## src/design/spq_pkg.sv

```systemverilog
`timescale 1ns / 1ps
`default_nettype none
// ----------------------------------------------------------------------------
// spq_pkg
// Shared types and codes of the sorted priority queue.
// ----------------------------------------------------------------------------
package spq_pkg;

	localparam int DATA_W = 32;
	localparam int PRIO_W = 16;

	typedef enum logic {
		OP_INSERT  = 1'b0,
		OP_READOUT = 1'b1
	} op_t;

	typedef enum logic [1:0] {
		ST_INSERTED = 2'd0,
		ST_FULL     = 2'd1,
		ST_EMPTY    = 2'd2,
		ST_READ     = 2'd3
	} status_t;

	typedef struct packed {
		logic signed [DATA_W-1:0] data;
		logic signed [PRIO_W-1:0] prio;
	} entry_t;

	typedef enum logic [4:0] {
		S_IDLE     = 5'b00001,
		S_INS_CMP  = 5'b00010,
		S_INS_LAST = 5'b00100,
		S_RD_WAIT  = 5'b01000,
		S_RESP     = 5'b10000
	} state_t;

endpackage
`default_nettype wire

```

## src/design/spq_ram.sv

```systemverilog
`timescale 1ns / 1ps
`default_nettype none
// ----------------------------------------------------------------------------
// spq_ram
// Single write port, single read port RAM with registered read data.
// ----------------------------------------------------------------------------
module spq_ram #(
	parameter int WIDTH = 48,
	parameter int DEPTH = 16
) (
	input  wire logic                                  clk,
	input  wire logic                                  we,
	input  wire logic [(DEPTH > 1 ? $clog2(DEPTH) : 1)-1:0] waddr,
	input  wire logic [WIDTH-1:0]                      wdata,
	input  wire logic [(DEPTH > 1 ? $clog2(DEPTH) : 1)-1:0] raddr,
	output logic      [WIDTH-1:0]                      rdata
);

	logic [WIDTH-1:0] mem [DEPTH];

	always_ff @(posedge clk) begin
		if (we) begin
			mem[waddr] <= wdata;
		end
		rdata <= mem[raddr];
	end

endmodule
`default_nettype wire

```

## src/design/sorted_priority_queue_insert_core.sv

```systemverilog
`timescale 1ns / 1ps
`default_nettype none
// ----------------------------------------------------------------------------
// sorted_priority_queue_insert_core
// Bounded queue of (data, priority) entries kept in ascending priority order.
// ----------------------------------------------------------------------------
// Entries live in one RAM with a registered read. An insert walks down from
// the top entry, moving each entry with a greater priority up by one slot,
// one entry per cycle, and writes the new entry into the gap; equal
// priorities keep arrival order. A full queue drops the word. A readout
// streams every entry, one per cycle while the output is taken. The single
// RAM port pair sets this pace. One output register holds the pending
// result word.
module sorted_priority_queue_insert_core #(
	parameter int CAPACITY = 16
) (
	input  wire logic                               clk,
	input  wire logic                               arst_n,
	input  wire logic                               in_valid,
	output logic                                    in_ready,
	input  wire logic                               op,
	input  wire logic signed [spq_pkg::DATA_W-1:0]  item_data,
	input  wire logic signed [spq_pkg::PRIO_W-1:0]  item_priority,
	output logic                                    out_valid,
	input  wire logic                               out_ready,
	output logic signed [spq_pkg::DATA_W-1:0]       out_data,
	output logic signed [spq_pkg::PRIO_W-1:0]       out_priority,
	output logic                                    last,
	output logic [1:0]                              status
);

	localparam int AW = (CAPACITY > 1) ? $clog2(CAPACITY) : 1;
	localparam int CW = $clog2(CAPACITY + 1);
	localparam int EW = $bits(spq_pkg::entry_t);

	spq_pkg::state_t  state_q;
	logic [CW-1:0]    count_q;
	logic [AW-1:0]    idx_q;
	logic signed [spq_pkg::DATA_W-1:0] new_data_q;
	logic signed [spq_pkg::PRIO_W-1:0] new_prio_q;
	spq_pkg::status_t status_q;

	logic             out_valid_q;
	logic signed [spq_pkg::DATA_W-1:0] out_data_q;
	logic signed [spq_pkg::PRIO_W-1:0] out_prio_q;
	logic             out_last_q;
	spq_pkg::status_t out_status_q;

	logic             ram_we;
	logic [AW-1:0]    ram_waddr;
	logic [EW-1:0]    ram_wdata;
	logic [AW-1:0]    ram_raddr;
	logic [EW-1:0]    ram_rdata;
	spq_pkg::entry_t  rd_entry;
	spq_pkg::entry_t  new_entry;

	logic             slot_free;
	logic             shift;
	logic [CW-1:0]    cnt_m1;
	logic             last_ent;
	logic             push_ent;
	logic             push_resp;
	logic             in_fire;

	spq_ram #(
		.WIDTH(EW),
		.DEPTH(CAPACITY)
	) u_ram (
		.clk  (clk),
		.we   (ram_we),
		.waddr(ram_waddr),
		.wdata(ram_wdata),
		.raddr(ram_raddr),
		.rdata(ram_rdata)
	);

	assign in_ready  = (state_q == spq_pkg::S_IDLE);
	assign in_fire   = in_valid && in_ready;
	assign slot_free = !out_valid_q || out_ready;
	assign rd_entry  = spq_pkg::entry_t'(ram_rdata);
	assign new_entry = '{data: new_data_q, prio: new_prio_q};
	assign shift     = rd_entry.prio > new_prio_q;
	assign cnt_m1    = count_q - CW'(1);
	assign last_ent  = (CW'(idx_q) == cnt_m1);
	assign push_ent  = (state_q == spq_pkg::S_RD_WAIT) && slot_free;
	assign push_resp = (state_q == spq_pkg::S_RESP) && slot_free;

	always_comb begin
		ram_we    = 1'b0;
		ram_waddr = idx_q;
		ram_wdata = new_entry;
		ram_raddr = idx_q;
		unique case (state_q)
			spq_pkg::S_IDLE: begin
				ram_raddr = (op == spq_pkg::OP_INSERT) ? cnt_m1[AW-1:0] : '0;
			end
			spq_pkg::S_INS_CMP: begin
				ram_we = 1'b1;
				if (shift) begin
					ram_wdata = ram_rdata;
					ram_raddr = idx_q - AW'(2);
				end
			end
			spq_pkg::S_INS_LAST: begin
				ram_we    = 1'b1;
				ram_waddr = '0;
			end
			spq_pkg::S_RD_WAIT: begin
				ram_raddr = slot_free ? idx_q + AW'(1) : idx_q;
			end
			spq_pkg::S_RESP: begin
			end
			default: begin
			end
		endcase
	end

	always_ff @(posedge clk or negedge arst_n) begin
		if (!arst_n) begin
			state_q <= spq_pkg::S_IDLE;
			count_q <= '0;
			idx_q   <= '0;
		end else begin
			unique case (state_q)
				spq_pkg::S_IDLE: begin
					if (in_fire) begin
						if (op == spq_pkg::OP_INSERT) begin
							if (count_q == CW'(CAPACITY)) begin
								state_q <= spq_pkg::S_RESP;
							end else if (count_q == '0) begin
								state_q <= spq_pkg::S_INS_LAST;
							end else begin
								idx_q   <= count_q[AW-1:0];
								state_q <= spq_pkg::S_INS_CMP;
							end
						end else begin
							idx_q <= '0;
							if (count_q == '0) begin
								state_q <= spq_pkg::S_RESP;
							end else begin
								state_q <= spq_pkg::S_RD_WAIT;
							end
						end
					end
				end
				spq_pkg::S_INS_CMP: begin
					if (shift) begin
						if (idx_q == AW'(1)) begin
							state_q <= spq_pkg::S_INS_LAST;
						end else begin
							idx_q <= idx_q - AW'(1);
						end
					end else begin
						count_q <= count_q + CW'(1);
						state_q <= spq_pkg::S_RESP;
					end
				end
				spq_pkg::S_INS_LAST: begin
					count_q <= count_q + CW'(1);
					state_q <= spq_pkg::S_RESP;
				end
				spq_pkg::S_RD_WAIT: begin
					if (slot_free) begin
						if (last_ent) begin
							state_q <= spq_pkg::S_IDLE;
						end else begin
							idx_q <= idx_q + AW'(1);
						end
					end
				end
				spq_pkg::S_RESP: begin
					if (slot_free) begin
						state_q <= spq_pkg::S_IDLE;
					end
				end
				default: begin
					state_q <= spq_pkg::S_IDLE;
				end
			endcase
		end
	end

	// latch the incoming word and its answer code, marked inserted once the insert completes
	always_ff @(posedge clk) begin
		if (in_fire) begin
			new_data_q <= item_data;
			new_prio_q <= item_priority;
			if (op == spq_pkg::OP_INSERT) begin
				status_q <= spq_pkg::ST_FULL;
			end else begin
				status_q <= spq_pkg::ST_EMPTY;
			end
		end else if ((state_q == spq_pkg::S_INS_LAST)
				|| ((state_q == spq_pkg::S_INS_CMP) && !shift)) begin
			status_q <= spq_pkg::ST_INSERTED;
		end
	end

	always_ff @(posedge clk or negedge arst_n) begin
		if (!arst_n) begin
			out_valid_q <= 1'b0;
		end else if (push_ent || push_resp) begin
			out_valid_q <= 1'b1;
		end else if (out_ready) begin
			out_valid_q <= 1'b0;
		end
	end

	always_ff @(posedge clk) begin
		if (push_ent) begin
			out_data_q   <= rd_entry.data;
			out_prio_q   <= rd_entry.prio;
			out_last_q   <= last_ent;
			out_status_q <= spq_pkg::ST_READ;
		end else if (push_resp) begin
			out_data_q   <= '0;
			out_prio_q   <= '0;
			out_last_q   <= 1'b1;
			out_status_q <= status_q;
		end
	end

	assign out_valid    = out_valid_q;
	assign out_data     = out_data_q;
	assign out_priority = out_prio_q;
	assign last         = out_last_q;
	assign status       = out_status_q;

endmodule
`default_nettype wire

```

## config.mk

```make
export PLATFORM = sky130hd
export DESIGN_NAME = sorted_priority_queue_insert_core
export DESIGN_NICKNAME = d
export VERILOG_FILES = /design/src/design/spq_pkg.sv /design/src/design/spq_ram.sv /design/src/design/sorted_priority_queue_insert_core.sv
export SDC_FILE = /design/constraint.sdc
export NUM_CORES = 1
export LEC_CHECK = 0
export BUFFER_PORTS_ARGS = -buffer_cell sky130_fd_sc_hd__buf_4
export CAP_MARGIN = 20
export CORE_MARGIN = 8
export CORE_UTILIZATION = 50
export DETAILED_ROUTE_END_ITERATION = 10
export PLACE_DENSITY = 0.66
export REMOVE_ABC_BUFFERS = 1
export SYNTH_ARGS = -nofsm -noshare
export SYNTH_HDL_FRONTEND = slang
export SYNTH_SLANG_ARGS = --single-unit
```

## constraint.sdc

```tcl
create_clock -name clk -period 7 [get_ports clk]
set_clock_uncertainty 0.1 [all_clocks]
set_input_delay 0.7 -clock clk [delete_from_list [all_inputs] [get_ports clk]]
set_output_delay 0.7 -clock clk [all_outputs]
set_load 0.1 [all_outputs]
```

# ---- Word-level counts from Yosys, hierarchy flattened
# Memories as Yosys holds them, arrays and structs flattened. A register that Yosys moved wholly into a read port is not among the register bits.
# Cells that the tools add are included.
dict set report classes {
  n_mux 43
  order_cmp 1
  reduce_logical 19
  n_addsub 5
  n_eq_ne 19
}
# op count
set ops {}
lappend ops {{2-to-1 mux 48 bit} 2}
lappend ops {{2-to-1 mux 32 bit} 2}
lappend ops {{2-to-1 mux 5 bit} 10}
lappend ops {{2-to-1 mux 4 bit} 12}
lappend ops {{2-to-1 mux 16 bit} 2}
lappend ops {{one-hot mux 5 bit (5 select lines)} 1}
lappend ops {{one-hot mux 4 bit (3 select lines)} 2}
lappend ops {{greater-than comparator 16 bit} 1}
lappend ops {{!= test 2 bit, second input constant} 7}
lappend ops {{== test 5 bit, second input constant} 2}
lappend ops {{one-hot mux 5 bit (2 select lines)} 1}
lappend ops {{!= test 3 bit, second input constant} 3}
lappend ops {{AND reduction 8 bit} 1}
lappend ops {{nonzero test 2 bit} 4}
lappend ops {{2-to-1 mux 1 bit} 7}
lappend ops {{2-to-1 mux 2 bit} 3}
lappend ops {{adder 5 x 1 -> 5 bit, second input constant} 1}
lappend ops {{== test 4 x 5 -> 1 bit} 1}
lappend ops {{== test 5 x 1 -> 1 bit, second input constant} 1}
lappend ops {{== test 5 x 2 -> 1 bit, second input constant} 1}
lappend ops {{== test 5 x 3 -> 1 bit, second input constant} 1}
lappend ops {{== test 5 x 4 -> 1 bit, second input constant} 1}
lappend ops {{zero test 5 bit} 1}
lappend ops {{AND reduction 5 bit} 1}
lappend ops {{13 further kinds} 19}
dict set report totals {
  wordCells 99
  ramBits 768
  regBits 116
  output_inout_bits 53
  mem_count 1
  input_bits 53
}
# name depth word_bits read_ports rd_clocked_by_memory_dff write_ports line
set memory_table {}
lappend memory_table {u_ram.mem 16 48 1 1 1 spq_ram.sv:19} ;# logic [WIDTH-1:0] mem [DEPTH];

# ---- Logic depth before layout (Yosys ltp)
dict set report depth {
  depth_word 6
  depth_mapped 15
  ltp_nobuf 11
}

# ---- Hierarchy
# A second synthesis with hierarchy kept.
dict set report hier_totals {
  hier_cells 1684
  area_unflattened_um2 35461.5
}
# module area_per_inst_um2 instances cells_per_inst seq_area_each_um2
set by_module_without_submodules {}
lappend by_module_without_submodules {spq_ram 29694.7 1 1242 24023.0}
lappend by_module_without_submodules {sorted_priority_queue_insert_core 5766.8 1 442 3389.5}

# ---- Worst setup path after synthesis
# Ideal clock, no wire load.
dict set report synth_path {
  path_type {register -> register}
  from {register state_q[3]}
  to {memory u_ram.mem[8][0], enable pin}
  setup_ns 0.572
  path_stages_with_launch 7
  period_less_slack_ns 6.358
  path_slack_ns 0.642
  n_path_buf 2
  t_arrival_ns 5.686
  path_cell_list {dfrtp_1 -> buf_2 -> nor3_2 -> and3b_1 -> buf_2 -> nand2_1 -> nor4_1}
}
dict set report synth_via {
  elab_chain_cells 5
}
# element line
set synth_rtl {}
lappend synth_rtl {{start, declared} sorted_priority_queue_insert_core.sv:36} ;# spq_pkg::state_t state_q;
lappend synth_rtl {{start signal, assigned} sorted_priority_queue_insert_core.sv:120} ;# state_q <= spq_pkg::S_IDLE;
lappend synth_rtl {{start signal, assigned} sorted_priority_queue_insert_core.sv:129} ;# state_q <= spq_pkg::S_RESP;
lappend synth_rtl {{start signal, assigned} sorted_priority_queue_insert_core.sv:131} ;# state_q <= spq_pkg::S_INS_LAST;
lappend synth_rtl {{== test 5 x 3 -> 1 bit / == test 5 x 2 -> 1 bit (equally long branches)} sorted_priority_queue_insert_core.sv:93} ;# unique case (state_q)
lappend synth_rtl {{OR reduction 2 bit (no line)} n/a}
lappend synth_rtl {{2-to-1 mux 1 bit} sorted_priority_queue_insert_core.sv:93}
lappend synth_rtl {{2-to-1 mux 1 bit} spq_ram.sv:22} ;# if (we) begin
lappend synth_rtl {{2-to-1 mux 1 bit (implied by the code)} spq_ram.sv:23} ;# mem[waddr] <= wdata;
lappend synth_rtl {{end, declared} spq_ram.sv:19}
# Parallel ways exist; a longest one is shown, timed or not.

# ---- Final worst setup path
dict set report layout_path {
  from {register new_prio_q[15] in the netlist's numbering}
  to {register u_ram.rdata[38] (read register of u_ram.mem)}
}
dict set report layout_via {
  elab_chain_cells 3
}
# element line
set layout_rtl {}
lappend layout_rtl {{start, declared} sorted_priority_queue_insert_core.sv:40} ;# logic signed [spq_pkg::PRIO_W-1:0] new_prio_q;
lappend layout_rtl {{start signal, assigned} sorted_priority_queue_insert_core.sv:187} ;# new_prio_q <= item_priority;
lappend layout_rtl {{greater-than comparator 16 bit} sorted_priority_queue_insert_core.sv:82} ;# assign shift = rd_entry.prio > new_prio_q;
lappend layout_rtl {{2-to-1 mux 4 bit} sorted_priority_queue_insert_core.sv:99} ;# if (shift) begin
lappend layout_rtl {{one-hot mux 4 bit (3 select lines)} sorted_priority_queue_insert_core.sv:93}
lappend layout_rtl {{end, declared} spq_ram.sv:16} ;# output logic [WIDTH-1:0] rdata
# Every way passes these cells.
# A chain may end at the register's enable or synchronous reset.

==> results.json <==
{
  "yosysMostFrequentCell": "edfxtp_1",
  "synthArstFlopShare_pct": 1.61,
  "hold_path_class": "in2reg",
  "clk_latency_ns": 0.64,
  "die_w_um": 285,
  "met3_length_um": 5280,
  "highest_layer": "met4",
  "cts_sinks": 932,
  "cts_tree": "yes",
  "area_growth_pct": 13.1,
  "fin_area_mm2": 0.0410,
  "synthCells": 1691,
  "drc": 0,
  "clock_tree.root_cell": "clkbuf_16",
  "cts_max_level": 3,
  "grt_pass1_vias": 17600,
  "synth_commonest_cells": "edfxtp_1, mux4_2, mux2i_1",
  "wl_per_cell_um": 27.4,
  "multi_input_area_mm2": 0.00820,
  "synth_ff_type": "edfxtp_1",
  "worstPathArrival_ns": 4.66,
  "synth-edff-count": 867,
  "fin_setup_tns_ns": 0,
  "overflow": 0,
  "tightest_slew_ns": 1.07,
  "power_density_mw_per_mm2": 462,
  "cts_inserted_buffers": 92,
  "dpl_cell_area_mm2": 0.0380,
  "slew_headroom_pct": 28.4,
  "drt_pass1_iterations": 6,
  "path_clk_slew_ns": 0.06,
  "vdd_drop_max_uv": 506,
  "core_area_mm2": 0.0716,
  "syn_area_mm2": 0.0362,
  "grt_pass1_wl_um": 116000,
  "nFillCells": 5311,
  "clockBufferDepth": 3,
  "finalHoldViolations": 0,
  "wl_met1_um": 33500,
  "netlist.area_leader.share_pct": 71.9,
  "outcome": "finished clean",
  "ys_seq_area_share_pct": 75.7,
  "n_antenna_cell": 0,
  "leakagePower_nw": 13.6,
  "vias": 17000,
  "avgSynthCellArea_um2": 21.4,
  "rsz0062_at_grt": "no",
  "fin_nets": 1912,
  "ys_warn_count": 0,
  "crit_type": "reg2reg",
  "post-route-period-util_pct": 60.8,
  "period_needed_ns": 4.26,
  "die_h_um": 285,
  "io_buffers": 105,
  "cap_violations": 0,
  "drive_above_1_share_pct": 28.7,
  "ys_seq_elements": 932,
  "ios": 106,
  "cp-start-kind": "flip-flop",
  "layout.cells.non_filler": 2864,
  "dieArea_mm2": 0.0813,
  "p_total_mw": 18.9,
  "start_util_pct": 50.6,
  "cts_resized": 0,
  "grt_max_degree": 155,
  "synth_cell_type_count": 59,
  "drt-vias-per-instance": 5.92,
  "drt_iter0_drc": 1694,
  "synthTopCellsByArea": "edfxtp_1, mux4_2, mux2i_1",
  "worstPathRequired_ns": 7.41,
  "num_rows": 98,
  "crit_path_end_kind": "flip-flop",
  "final-seq-area_mm2": 0.0274,
  "grt_antenna_before_repair": 3,
  "wl_met2_um": 38100,
  "dpl.cell_count": 2690,
  "routed_wl_um": 78600,
  "path_max_fanout": 57,
  "final-setup-viol-count": 0,
  "antenna_left": 0,
  "grtUsageTotal_pct": 19.1,
  "synth_top_cell_by_area": "edfxtp_1",
  "place.detailed.hpwl_um": 39300,
  "timing.fmax_ghz": 0.235,
  "routabilityCongestion": 0.811,
  "slew_violations": 0
}
[layout by cell type (no fill, tap or decap), drive strengths merged, types with 8 or more instances in the layout]
| cell type | netlist | routed |
|---|---|---|
| a21oi | 21 | 21 |
| and3 | 52 | 52 |
| buf | 65 | 139 |
| bufinv | 0 | 8 |
| clkbuf | 25 | 119 |
| clkinv | 0 | 37 |
| dfrtp | 14 | 14 |
| dfxtp | 50 | 50 |
| edfxtp | 867 | 867 |
| ha | 24 | 24 |
| inv | 25 | 30 |
| mux2 | 47 | 47 |
| mux2i | 145 | 145 |
| mux4 | 192 | 192 |
| nand2 | 27 | 27 |
| nand3 | 12 | 12 |
| nor2 | 28 | 28 |
| nor3 | 15 | 15 |
| o21ai | 16 | 16 |
| xnor2 | 11 | 11 |
[final cells by class]
class / count / share of cell area (%)
timing repair buffer: 140 / 2.66
tap: 950 / 2.90
multi-input combinational: 644 / 20.0
inverter: 25 / 0.229
clock buffer: 119 / 5.99
sequential: 932 / 66.9
clock inverter: 54 / 1.35
[kinds of logic (layout without fill, tap and decap cells)]
family                   after synthesis  count (layout)  synth area share, %
adder cells (fa/ha/maj)               24              24                0.829
AND/OR/NAND/NOR                      157             157                 2.35
multiplexers                         384             384                 17.4
AO/OA/AOI/OAI                         65              65                 1.30
buffers and inverters                115             338                 2.12
flip-flops                           932             932                 75.7
XOR/XNOR                              14              14                0.338
[layer usage]
metal | up-vias | global-route usage, %
met4 | 0 | 5.60
met3 | 117 | 3.34
li1 | 7245 | -
met1 | 8956 | 26.7
met2 | 643 | 31.0
met5 | - | 0
[metrics by stage]
step,worst slack [ns],util (%),hold slack [ns]
4_1_cts,2.73,57.2,0.0857
3_5_place_dp,2.72,53.0,0.371
6_report,2.74,57.2,0.130
5_1_grt,2.45,57.2,0.0991
2_1_floorplan,-2.98,-,0.304
3_3_place_gp,2.97,53.0,0.358
[power by group]
group | internal (mW) | switching (mW) | total, mW | leakage [nW]
sequential | 6.96 | 0.310 | 7.27 | 8.44
combinational | 3.05 | 3.73 | 6.79 | 3.70
clock | 2.80 | 2.07 | 4.86 | 1.46
[path summary, 6_finish.rpt]
kind	cells after the start	slack, ns	startpoint	to
worst min register to register	2	0.38	status[0]	status[0]
worst max register to register	12	2.74	new_prio_q[15]	u_ram.rdata[38]
worst max-delay path	12	2.74	new_prio_q[15]	u_ram.rdata[38]
max in group asynchronous	2	6.17	arst_n	state_q[0]
min in group asynchronous	2	0.36	arst_n	out_valid
worst min-delay path	1	0.13	item_data[21]	new_data_q[21]
[sequential cells by signal, summed over array words and instances, names as in the netlist, 4 cells and up]
signal / flops
u_ram.mem: 768
new_data_q: 32
out_priority: 16
u_ram.rdata: 48
out_data: 32
state_q: 5
count_q: 5
idx_q: 4
new_prio_q: 16
[repair_timing]
| action | 4_1_cts | 5_1_grt |
|---|---|---|
| hold endpoints to repair | 14 | 0 |
| hold buffers | 1 | 0 |
| setup buffers | 0 | 0 |
[critical path, stage by stage (launching register included)]
cell and delay, ns:
edfxtp_1 0.34, inv_1 0.04, ha_1 0.45, nand4_4 0.15, nor4_2 0.35, a21boi_2 0.27, nor3_2 0.10, mux2i_4 0.35
o221ai_1 0.31, a21o_4 0.75, buf_12 0.50, mux2i_1 0.28, mux2i_1 0.11
(Power assumes the default switching activity.)
